### src/hw/rtl/zigzag_block_reorder_defines.svh
// Assertion macros for the block's sequencer, zbr_ctrl.
// Each expects clk and rst in scope.
`ifndef ZIGZAG_BLOCK_REORDER_DEFINES_SVH
`define ZIGZAG_BLOCK_REORDER_DEFINES_SVH

// Same-cycle implication.
`define ZBR_ASSERT_NOW(label, cond, conseq, msg) \
  label: assert property (@(posedge clk) disable iff (rst) (cond) |-> (conseq)) \
    else $error(msg);

// Next-cycle implication.
`define ZBR_ASSERT_NEXT(label, cond, conseq, msg) \
  label: assert property (@(posedge clk) disable iff (rst) (cond) |=> (conseq)) \
    else $error(msg);

`endif

### src/hw/rtl/zbr_pkg.sv
package zbr_pkg;

  localparam int COEF_WIDTH = 16;
  localparam int BLOCK_LEN  = 64;
  localparam int ADDR_W     = 6;
  localparam int CFG_ADDR_W = 4;
  localparam int CFG_DATA_W = 32;

  localparam logic [ADDR_W-1:0] LAST_POS = ADDR_W'(BLOCK_LEN - 1);

  // Register indexes
  localparam logic [1:0] REG_DIRECTION = 2'd0;

  // Direction codes
  localparam logic DIR_FORWARD = 1'b0;
  localparam logic DIR_INVERSE = 1'b1;

  typedef logic [ADDR_W-1:0] addr_tab_t [BLOCK_LEN];

  typedef enum logic [1:0] {
    ST_FILL,
    ST_PRIME,
    ST_EMIT
  } zbr_state_t;

  typedef struct packed {
    logic              wr_en;
    logic [ADDR_W-1:0] wr_addr;
    logic              rd_en;
    logic [ADDR_W-1:0] rd_idx;
    logic              dir;
  } zbr_cmd_t;

  // Zigzag slot of each block position; entry 0 (DC) is unused.
  localparam addr_tab_t SCAN_TAB = '{
    6'd0,  6'd0,  6'd4,  6'd5,  6'd13, 6'd14, 6'd26, 6'd27,
    6'd1,  6'd3,  6'd6,  6'd12, 6'd15, 6'd25, 6'd28, 6'd41,
    6'd2,  6'd7,  6'd11, 6'd16, 6'd24, 6'd29, 6'd40, 6'd42,
    6'd8,  6'd10, 6'd17, 6'd23, 6'd30, 6'd39, 6'd43, 6'd52,
    6'd9,  6'd18, 6'd22, 6'd31, 6'd38, 6'd44, 6'd51, 6'd53,
    6'd19, 6'd21, 6'd32, 6'd37, 6'd45, 6'd50, 6'd54, 6'd59,
    6'd20, 6'd33, 6'd36, 6'd46, 6'd49, 6'd55, 6'd58, 6'd60,
    6'd34, 6'd35, 6'd47, 6'd48, 6'd56, 6'd57, 6'd61, 6'd62
  };

  // Forward: result j reads the block position whose slot is j-1.
  function automatic addr_tab_t build_fwd_addr();
    addr_tab_t t;
    for (int j = 0; j < BLOCK_LEN; j++) t[j] = '0;
    for (int k = 1; k < BLOCK_LEN; k++) t[SCAN_TAB[k] + 6'd1] = ADDR_W'(k);
    return t;
  endfunction

  // Inverse: result k reads arrival SCAN[k]+1; DC stays at 0.
  function automatic addr_tab_t build_inv_addr();
    addr_tab_t t;
    t[0] = '0;
    for (int k = 1; k < BLOCK_LEN; k++) t[k] = SCAN_TAB[k] + 6'd1;
    return t;
  endfunction

  localparam addr_tab_t FWD_ADDR = build_fwd_addr();
  localparam addr_tab_t INV_ADDR = build_inv_addr();

endpackage

### src/hw/rtl/zbr_coef_in_if.sv
interface zbr_coef_in_if #(
  parameter int COEF_WIDTH = zbr_pkg::COEF_WIDTH
);
  logic                         valid;
  logic                         ready;
  logic signed [COEF_WIDTH-1:0] coefficient;

  modport source (output valid, output coefficient, input ready);
  modport sink (input valid, input coefficient, output ready);
endinterface

### src/hw/rtl/zbr_coef_out_if.sv
interface zbr_coef_out_if #(
  parameter int COEF_WIDTH = zbr_pkg::COEF_WIDTH
);
  logic                         valid;
  logic                         ready;
  logic signed [COEF_WIDTH-1:0] coefficient_out;
  logic                         is_dc;
  logic                         last;

  modport source (output valid, output coefficient_out, output is_dc, output last,
                  input ready);
  modport sink (input valid, input coefficient_out, input is_dc, input last,
                output ready);
endinterface

### src/hw/rtl/zbr_cfg.sv
module zbr_cfg (
  input  logic                                clk,
  input  logic                                rst,
  input  logic                                psel,
  input  logic                                penable,
  input  logic                                pwrite,
  input  logic [zbr_pkg::CFG_ADDR_W-1:0]      paddr,
  input  logic [zbr_pkg::CFG_DATA_W-1:0]      pwdata,
  output logic [zbr_pkg::CFG_DATA_W-1:0]      prdata,
  output logic                                pready,
  output logic                                direction
);

  logic wr_hit;

  assign pready = 1'b1;
  assign wr_hit = psel && penable && pwrite && (paddr[3:2] == zbr_pkg::REG_DIRECTION);

  always_ff @(posedge clk) begin
    if (rst) begin
      direction <= zbr_pkg::DIR_FORWARD;
    end else if (wr_hit) begin
      direction <= pwdata[0];
    end
  end

  always_comb begin
    prdata = '0;
    if (paddr[3:2] == zbr_pkg::REG_DIRECTION) begin
      prdata[0] = direction;
    end
  end

endmodule

### src/hw/rtl/zbr_ctrl.sv
`include "zigzag_block_reorder_defines.svh"

module zbr_ctrl (
  input  logic              clk,
  input  logic              rst,
  input  logic              in_valid,
  output logic              in_ready,
  output logic              out_valid,
  input  logic              out_ready,
  output logic              is_dc,
  output logic              last,
  input  logic              direction,
  output zbr_pkg::zbr_cmd_t cmd
);

  zbr_pkg::zbr_state_t              state, state_next;
  logic [zbr_pkg::ADDR_W-1:0]       fill_cnt;
  logic [zbr_pkg::ADDR_W-1:0]       idx;
  logic                             dir_q;
  logic                             in_acc;
  logic                             out_acc;

  assign in_ready  = (state == zbr_pkg::ST_FILL);
  assign out_valid = (state == zbr_pkg::ST_EMIT);
  assign in_acc    = in_valid && in_ready;
  assign out_acc   = out_valid && out_ready;
  assign is_dc     = (idx == '0);
  assign last      = (idx == zbr_pkg::LAST_POS);

  always_ff @(posedge clk) begin
    if (rst) begin
      state    <= zbr_pkg::ST_FILL;
      fill_cnt <= '0;
      idx      <= '0;
      dir_q    <= zbr_pkg::DIR_FORWARD;
    end else begin
      state <= state_next;
      if (in_acc) begin
        fill_cnt <= fill_cnt + 1'b1;
      end
      // Sample direction on the item that completes the block
      if (in_acc && (fill_cnt == zbr_pkg::LAST_POS)) begin
        dir_q <= direction;
      end
      if (cmd.rd_en) begin
        idx <= cmd.rd_idx;
      end
    end
  end

  always_comb begin
    state_next   = state;
    cmd.wr_en    = in_acc;
    cmd.wr_addr  = fill_cnt;
    cmd.rd_en    = 1'b0;
    cmd.rd_idx   = idx + 1'b1;
    cmd.dir      = dir_q;
    case (state)
      zbr_pkg::ST_FILL: begin
        if (in_acc && (fill_cnt == zbr_pkg::LAST_POS)) begin
          state_next = zbr_pkg::ST_PRIME;
        end
      end
      zbr_pkg::ST_PRIME: begin
        cmd.rd_en  = 1'b1;
        cmd.rd_idx = '0;
        state_next = zbr_pkg::ST_EMIT;
      end
      zbr_pkg::ST_EMIT: begin
        if (out_acc) begin
          if (last) begin
            state_next = zbr_pkg::ST_FILL;
          end else begin
            cmd.rd_en = 1'b1;
          end
        end
      end
      default: begin
        state_next = zbr_pkg::ST_FILL;
      end
    endcase
  end

  `ZBR_ASSERT_NOW(a_no_overlap, 1'b1, !(in_ready && out_valid), "load and emit overlap")
  `ZBR_ASSERT_NEXT(a_fill_to_prime, in_acc && (fill_cnt == zbr_pkg::LAST_POS),
                   state == zbr_pkg::ST_PRIME, "full block did not start emit")
  `ZBR_ASSERT_NEXT(a_last_to_fill, out_acc && last,
                   (state == zbr_pkg::ST_FILL) && (fill_cnt == '0), "block did not end clean")
  `ZBR_ASSERT_NOW(a_read_when_free, cmd.rd_en && (state == zbr_pkg::ST_EMIT),
                  out_ready && !last, "read overwrote a waiting item")

endmodule

### src/hw/rtl/zbr_datapath.sv
module zbr_datapath #(
  parameter int COEF_WIDTH = zbr_pkg::COEF_WIDTH
) (
  input  logic                         clk,
  input  zbr_pkg::zbr_cmd_t            cmd,
  input  logic signed [COEF_WIDTH-1:0] wr_data,
  output logic signed [COEF_WIDTH-1:0] rd_data
);

  logic [COEF_WIDTH-1:0]          mem [zbr_pkg::BLOCK_LEN];
  logic [zbr_pkg::ADDR_W-1:0]     rd_addr;

  assign rd_addr = (cmd.dir == zbr_pkg::DIR_INVERSE) ? zbr_pkg::INV_ADDR[cmd.rd_idx]
                                                     : zbr_pkg::FWD_ADDR[cmd.rd_idx];

  always_ff @(posedge clk) begin
    if (cmd.wr_en) begin
      mem[cmd.wr_addr] <= wr_data;
    end
  end

  // Hold the read word until the next read command
  always_ff @(posedge clk) begin
    if (cmd.rd_en) begin
      rd_data <= mem[rd_addr];
    end
  end

endmodule

### src/hw/rtl/zigzag_block_reorder.sv
// Zigzag block reorder for one 8x8 block of quantized coefficients. Items
// arrive on coefs, 64 per block: in forward mode (direction = 0) in
// column-major order, and the block leaves on reordered as the DC term
// (is_dc high) followed by the 63 AC terms in transposed zigzag order; in
// inverse mode (direction = 1) the DC and 63 zigzag AC terms go in and the
// block leaves in column-major order. last marks the 64th item of a block.
// Direction is sampled on the item that completes a block; write it over
// the APB port (register 0, byte address 0) only while the block is idle.
// Timing: a block is loaded at one item per cycle while coefs is valid,
// then the prime state starts the read, then results leave at one per
// cycle when reordered is not stalled. The single block store, written
// while loading and read while emitting, keeps blocks from overlapping:
// coefs is held not ready while a block is being emitted.
module zigzag_block_reorder #(
  parameter int COEF_WIDTH = zbr_pkg::COEF_WIDTH
) (
  input  logic                               clk,
  input  logic                               rst,
  zbr_coef_in_if.sink                        coefs,
  zbr_coef_out_if.source                     reordered,
  input  logic                               psel,
  input  logic                               penable,
  input  logic                               pwrite,
  input  logic [zbr_pkg::CFG_ADDR_W-1:0]     paddr,
  input  logic [zbr_pkg::CFG_DATA_W-1:0]     pwdata,
  output logic [zbr_pkg::CFG_DATA_W-1:0]     prdata,
  output logic                               pready
);

  logic              direction;
  zbr_pkg::zbr_cmd_t cmd;

  // Configuration register
  zbr_cfg u_cfg (
    .clk       (clk),
    .rst       (rst),
    .psel      (psel),
    .penable   (penable),
    .pwrite    (pwrite),
    .paddr     (paddr),
    .pwdata    (pwdata),
    .prdata    (prdata),
    .pready    (pready),
    .direction (direction)
  );

  // Sequencer: load count, emit index, read commands
  zbr_ctrl u_ctrl (
    .clk       (clk),
    .rst       (rst),
    .in_valid  (coefs.valid),
    .in_ready  (coefs.ready),
    .out_valid (reordered.valid),
    .out_ready (reordered.ready),
    .is_dc     (reordered.is_dc),
    .last      (reordered.last),
    .direction (direction),
    .cmd       (cmd)
  );

  // Block store and registered read port that feeds the result item
  zbr_datapath #(
    .COEF_WIDTH (COEF_WIDTH)
  ) u_datapath (
    .clk     (clk),
    .cmd     (cmd),
    .wr_data (coefs.coefficient),
    .rd_data (reordered.coefficient_out)
  );

endmodule
### src/flat_wrapper.sv
// flat-port wrapper written by rule: the top's interface ports become plain ports
module zigzag_block_reorder_flat 
#(
  parameter int COEF_WIDTH = zbr_pkg::COEF_WIDTH
)
  (clk, rst, psel, penable, pwrite, paddr, pwdata, prdata, pready, coefs_valid, coefs_coefficient, coefs_ready, reordered_valid, reordered_coefficient_out, reordered_is_dc, reordered_last, reordered_ready);
  zbr_coef_in_if #(.COEF_WIDTH(COEF_WIDTH)) coefs_i ();
  zbr_coef_out_if #(.COEF_WIDTH(COEF_WIDTH)) reordered_i ();
  input  logic clk;
  input  logic rst;
  input  logic psel;
  input  logic penable;
  input  logic pwrite;
  input  logic [zbr_pkg::CFG_ADDR_W-1:0] paddr;
  input  logic [zbr_pkg::CFG_DATA_W-1:0] pwdata;
  output logic [zbr_pkg::CFG_DATA_W-1:0] prdata;
  output logic pready;
  input wire logic [$bits(coefs_i.valid)-1:0] coefs_valid;
  input wire logic [$bits(coefs_i.coefficient)-1:0] coefs_coefficient;
  output wire logic [$bits(coefs_i.ready)-1:0] coefs_ready;
  output wire logic [$bits(reordered_i.valid)-1:0] reordered_valid;
  output wire logic [$bits(reordered_i.coefficient_out)-1:0] reordered_coefficient_out;
  output wire logic [$bits(reordered_i.is_dc)-1:0] reordered_is_dc;
  output wire logic [$bits(reordered_i.last)-1:0] reordered_last;
  input wire logic [$bits(reordered_i.ready)-1:0] reordered_ready;
  assign coefs_i.valid = coefs_valid;
  assign coefs_i.coefficient = coefs_coefficient;
  assign coefs_ready = coefs_i.ready;
  assign reordered_valid = reordered_i.valid;
  assign reordered_coefficient_out = reordered_i.coefficient_out;
  assign reordered_is_dc = reordered_i.is_dc;
  assign reordered_last = reordered_i.last;
  assign reordered_i.ready = reordered_ready;
  zigzag_block_reorder #(.COEF_WIDTH(COEF_WIDTH)) u_core (.clk(clk), .rst(rst), .coefs(coefs_i), .reordered(reordered_i), .psel(psel), .penable(penable), .pwrite(pwrite), .paddr(paddr), .pwdata(pwdata), .prdata(prdata), .pready(pready));
endmodule
### config.mk
export PLATFORM = sky130hd
export DESIGN_NAME = zigzag_block_reorder_flat
export DESIGN_NICKNAME = d
export VERILOG_FILES = /design/src/hw/rtl/zbr_pkg.sv /design/src/hw/rtl/zbr_coef_in_if.sv /design/src/hw/rtl/zbr_coef_out_if.sv /design/src/hw/rtl/zbr_cfg.sv /design/src/hw/rtl/zbr_ctrl.sv /design/src/hw/rtl/zbr_datapath.sv /design/src/hw/rtl/zigzag_block_reorder.sv /design/src/flat_wrapper.sv
export VERILOG_INCLUDE_DIRS = /design/src /design/src/hw/rtl
export SDC_FILE = /design/constraint.sdc
export NUM_CORES = 1
export LEC_CHECK = 0
export ABC_AREA = 1
export BUFFER_PORTS_ARGS = -buffer_cell sky130_fd_sc_hd__buf_2
export CAP_MARGIN = 20
export CORE_AREA = 2 2 374 376
export DETAILED_ROUTE_END_ITERATION = 8
export DIE_AREA = 0 0 376 378
export PLACE_DENSITY = 0.58
export SKIP_CTS_REPAIR_TIMING = 1
export SLEW_MARGIN = 20
export SYNTH_ARGS = -nofsm -noshare
export SYNTH_HDL_FRONTEND = slang
export SYNTH_SLANG_ARGS = --single-unit
### constraint.sdc
create_clock -name clk -period 6.2 [get_ports clk]
set_clock_uncertainty 0.05 [all_clocks]
set_input_delay 0.62 -clock clk [delete_from_list [all_inputs] [get_ports clk]]
set_output_delay 0.62 -clock clk [all_outputs]
set_load 0.1 [all_outputs]
After elaboration in Yosys (flattened, before gate mapping)

Memory sizes are Yosys's and may differ from the RTL's. A register that Yosys moved wholly into a read port is not among the register bits.
Index checks and enable logic that the tools add are counted.

Register bits after elaboration: 16
Memories kept: 3
Logic and storage cells: 45
Output and inout bits: 53
Bits of input ports: 59
Bits in read-only memories: 768
Bits in writable memories: 1,024

Memory list:

| memory                | words | width | rd ports | clocked after memory_dff | wr ports | line               | source |
|---|---|---|---|---|---|---|---|
| u_core.u_datapath.mem | 64    | 16    | 1        | 1                        | 1        | zbr_datapath.sv:10 | `logic [COEF_WIDTH-1:0] mem [zbr_pkg::BLOCK_LEN];` |
| (no name shown)       | 64    | 6     | 1        | 0                        | 0        | zbr_datapath.sv:14 | `: zbr_pkg::FWD_ADDR[cmd.rd_idx];` |
| (no name shown)       | 64    | 6     | 1        | 0                        | 0        | zbr_datapath.sv:13 | `assign rd_addr = (cmd.dir == zbr_pkg::DIR_INVERSE) ? zbr_pkg::INV_ADDR[cmd.rd_idx]` |

Reduce and logical (&&, ||, !) cells: 10
Multiplexer cells: 16
Add/sub/neg operators: 2
Order comparisons: 1
Eq/ne operators: 7
Bitwise gates (word level): 1

Operator list:

| operator                                                  | number |
|---|---|
| two-way mux 6 bit                                         | 6 |
| adder 6 x 1 -> 6 bit (second input constant)              | 2 |
| == test 6 bit (second input constant)                     | 2 |
| greater-or-equal comparator 7 bit (second input constant) | 1 |
| NOT 6 -> 7 bit                                            | 1 |
| logical AND 1 bit                                         | 6 |
| logical NOT 6 bit                                         | 1 |
| two-way mux 2 bit                                         | 3 |
| case mux 2 bit (3 select lines)                           | 1 |
| two-way mux 1 bit                                         | 5 |
| logical NOT 2 bit                                         | 2 |
| != test 2 x 1 -> 1 bit (second input constant)            | 2 |
| AND reduction 3 bit                                       | 1 |
| == test 2 x 1 -> 1 bit (second input constant)            | 1 |
| == test 2 bit (second input constant)                     | 1 |
| != test 2 bit (second input constant)                     | 1 |
| case mux 1 bit (2 select lines)                           | 1 |

Depth between registers and ports, before layout

Depth in word-level cells: 7
Gate-level depth with buffers: 25
Mapped depth without buffers: 24

Modules after synthesis

From an unflattened synthesis, not the netlist that was laid out.

Cells, all modules: 4,431
Area, all modules: 48,147.4 sq um

By module, submodules not included:

| module       | cells an instance | instances | area an instance (sq um) | seq. area each (sq um) |
|---|---|---|---|---|
| zbr_datapath | 4,248             | 1         | 46,883.7                 | 31,230.0 |
| zbr_ctrl     | 137               | 1         | 943.4                    | 300.3 |
| zbr_cfg      | 46                | 1         | 320.3                    | 20.0 |

Worst setup path after synthesis

No wires, ideal clock.

Path type: in2out
Start point: input port paddr[3] (netlist bit)
End point: output port prdata[0] (netlist bit)
Required time: 5.530 ns
Setup slack: 2.812 ns
Cell stages on the path: 1
Data arrival time: 2.718 ns
Cells stage by stage: nor3_1

Word-level cells in the longest chain between the ends: 2

RTL lines:

| item              | line               | source |
|---|---|---|
| start, declared   | flat_wrapper.sv:14 | `input logic [zbr_pkg::CFG_ADDR_W-1:0] paddr;` |
| logical NOT 2 bit | zbr_cfg.sv:29      | `if (paddr[3:2] == zbr_pkg::REG_DIRECTION) begin` |
| two-way mux 1 bit | zbr_cfg.sv:29      |  |
| end, declared     | flat_wrapper.sv:16 | `output logic [zbr_pkg::CFG_DATA_W-1:0] prdata;` |

Every way passes these cells.

==> impl_metrics.tcl <==
set metrics [dict create \
    post-dp-hpwl_um 69800 \
    route.detailed.drc 0 \
    fin_area_sq_um 53900 \
    core_sq_um 139000 \
    yosysMostFrequentCell "nand3_1" \
    yosys.area.top_type "edfxtp_1" \
    place.gp.congestion 0.832 \
    synthTopCellsByArea "edfxtp_1, nand3_1, nand2_1, nand3b_1, inv_1" \
    dieArea_sq_um 142000 \
    synth_common_cells "nand3_1, edfxtp_1, nand2_1, inv_1, nand3b_1" \
    hold_path_end "u_core.u_ctrl.fill_cnt[5]$_SDFFE_PP0P_" \
    grt_use_total_pct 18.0 \
    synth-edff-count 1040 \
    crit_required_ps 6560 \
    reg2reg_slack_ps 1000 \
    synth_area_sq_um 48100 \
    hold_viol_final 0 \
    postLayoutCoreUtil_pct 38.9 \
    portBuffers 46 \
    route.met2.wl_um 62100 \
    rr_startpoint "u_core.u_ctrl.idx[0]$_SDFFE_PP0P_" \
    report.final.slew_viol_count 0 \
    grt_pass1_vias 30100 \
    clock_latency_ps 680 \
    post_layout_nonfiller_instances 6360 \
    die_x_um 376 \
    synth.top_cell.area_share_pct 64.9 \
    switching_share_pct 20.6 \
    worst_slew_pin_slew_ps 1090 \
    postSynthAreaPerCell_sq_um 10.8 \
    leakage_uw 0.0203 \
    antenna_left 0 \
    power_frac_comb_pct 2.5 \
    clkSinkCount 1056 \
    numPlacedInstances 6163 \
    root_buffer "clkbuf_16" \
    synthCells 4469 \
    wl_met3_um 8930 \
    grt_max_degree 175 \
    cts_buffers 106 \
    pwr-share-seq_pct 53.3 \
    grt_pass1_wl_um 194000 \
    wl_um 131000 \
    power.internal_uw 11700 \
    ys_types 38 \
    min_path_type "input port to flip-flop" \
    hold_path_depth 2 \
    vias 32200 \
    m1WireLength_um 56200 \
    cts_buffer_depth 3 \
    start_util_pct 34.7 \
    start_kind "flip-flop" \
    antenna_found_initial 6 \
    relSlewSlack_pct 27.1 \
    setup_violations 0 \
    p_per_area_nw_per_um2 274 \
    h-tree-depth 3 \
    setup_tns_ps 0 \
    drt_pre_antenna_iters 6 \
    layout-drive-gt1-share_pct 8.22 \
    fin_crit_sh_pct 83.9 \
    highest_layer "met5" \
    cap_violations 0 \
    r2r_end "u_core.u_datapath.rd_data[0]$_DFFE_PP_" \
    place_area_sq_um 50300 \
    synth-seq-area-share_pct 65.6 \
    fmax_mhz 192 \
    cp.arrival_ps 5560 \
    async_reset_ff_share_pct 0 \
    synth_flop_cell "edfxtp_1" \
    clkTransAtPathRegs_ps 70 \
    drt_iter0_drc 3256 \
    rsz0062_at_grt "false" \
    period_minus_slack_ps 5200 \
    ys_seq_elements 1056 \
    wl_per_cell_um 20.6 \
    vias_per_cell 5.06 \
    yosys_warnings 0 \
    die_y_um 378 \
    path_max_fanout 55 \
    clock_power_share_pct 44.2 \
    num_rows 137 \
    cts_tree "done" \
    min_from "rst" \
    ir_worst_vdd_v 0.000242 \
    outcome "finished, final reports clean" \
    ioPinCount 112 \
    grt_overflow_total 0 \
    cp-end-kind "flip-flop" \
    reg2reg_depth 23 \
    area_growth_pct 12.0 \
    critPathKind "flip-flop to flip-flop" \
    netSwitchingPower_uw 3040 \
    nets 4542 \
    n_fill_cell 13200 \
]
==> flip-flops by register name (all words and copies together) (netlist names) <==
register,flops
u_core.u_ctrl.state,2
u_core.u_datapath.rd_data,16
u_core.u_datapath.mem,1024
u_core.u_ctrl.fill_cnt,6
u_core.u_ctrl.dir_q,1
u_core.u_cfg.direction,1
u_core.u_ctrl.idx,6
==> routing by layer <==
metal  up-vias  track usage [%]
li1      15200                -
met3       209             2.46
met5         -                0
met1     15600             24.6
met4         6             5.89
met2      1118             29.8
==> how the worst max path moves through the flow <==
stage | from | end | cells after the start
floorplan | paddr[3] | prdata[0] | 1
global placement | u_core.u_ctrl.idx[0]$_SDFFE_PP0P_ | u_core.u_datapath.rd_data[4]$_DFFE_PP_ | 23
detailed placement | u_core.u_ctrl.idx[0]$_SDFFE_PP0P_ | u_core.u_datapath.rd_data[4]$_DFFE_PP_ | 23
CTS | u_core.u_ctrl.idx[0]$_SDFFE_PP0P_ | u_core.u_datapath.rd_data[4]$_DFFE_PP_ | 23
global route | u_core.u_ctrl.idx[0]$_SDFFE_PP0P_ | u_core.u_datapath.rd_data[4]$_DFFE_PP_ | 23
finish | u_core.u_ctrl.idx[0]$_SDFFE_PP0P_ | u_core.u_datapath.rd_data[0]$_DFFE_PP_ | 23
==> power by group through the flow <==
stage                     Combinational [uW]  Sequential [uW]  Clock, uW
after floorplan                          195             8020          0
after global placement                   363             8020          0
after detailed placement                 368             8020          0
after CTS                                368             7860       6620
after global routing                     393             7860       6900
final                                    366             7870       6520
==> cell usage in the layout, fill, tap and decap left out, drive strengths merged <==
cell	instances
inv	634
bufinv	14
o211ai	6
o31ai	1
nand3	1070
a22o	1
edfxtp	1040
a31oi	2
nor2	100
clkbuf	125
clkinvlp	6
nand3b	385
ha	18
buf	174
diode	3
dfxtp	16
nand2	774
nand4	7
conb	32
o311ai	1
o21ai	43
a22oi	1
nor3	8
clkinv	47
o21a	1
or2	18
a21oi	26
==> worst max-delay path, stage by stage, from the launching register on <==
cell and delay (ps):
dfxtp_1 510, inv_1 150, ha_1 330, nand2_1 360
inv_1 280, ha_1 300, inv_1 100, nand2_1 90
nand2_1 110, nand2_1 60, nand2_1 80, nand2_1 50
nand2_1 90, nand3_4 400, nand2_8 330, buf_12 280
buf_4 440, nand2_1 100, nand3_1 90, nand3_1 130
nand3_1 200, nand3_1 100, nand3_1 140, nand2_1 130
==> cell families (layout without fill, tap and decap cells) <==
logic type | after synthesis | count (layout) | synth area share [%]
and+or+nand+nor | 2362 | 2362 | 24.5
AOI/OAI and AO/OA | 82 | 82 | 0.962
other | 2 | 35 | 0.0156
buffers and inverters | 949 | 1000 | 8.49
adders and majority gates | 18 | 18 | 0.468
DFF | 1056 | 1056 | 65.6
==> stage by stage <==
stage	power [uW]	worst slack (ps)	hold slack, ps
after floorplan	8210	2810	399
after global placement	8380	959	433
after detailed placement	8380	997	432
after CTS	14900	1020	162
after global routing	15200	612	167
final	14800	1000	191
==> layout make-up <==
class | instances | area [sq um] | area share, %
Timing Repair Buffer | 175 | 1450 | 2.70
Clock buffer | 124 | 2810 | 5.21
Inverter | 632 | 2370 | 4.40
Multi-Input combinational cell | 2494 | 12700 | 23.6
Antenna cell | 3 | 7.51 | 0.0139
Clock inverter | 69 | 721 | 1.34
Tap cell | 1807 | 2260 | 4.20
Sequential cell | 1056 | 31600 | 58.6
Power figures use the tool's default switching activity.
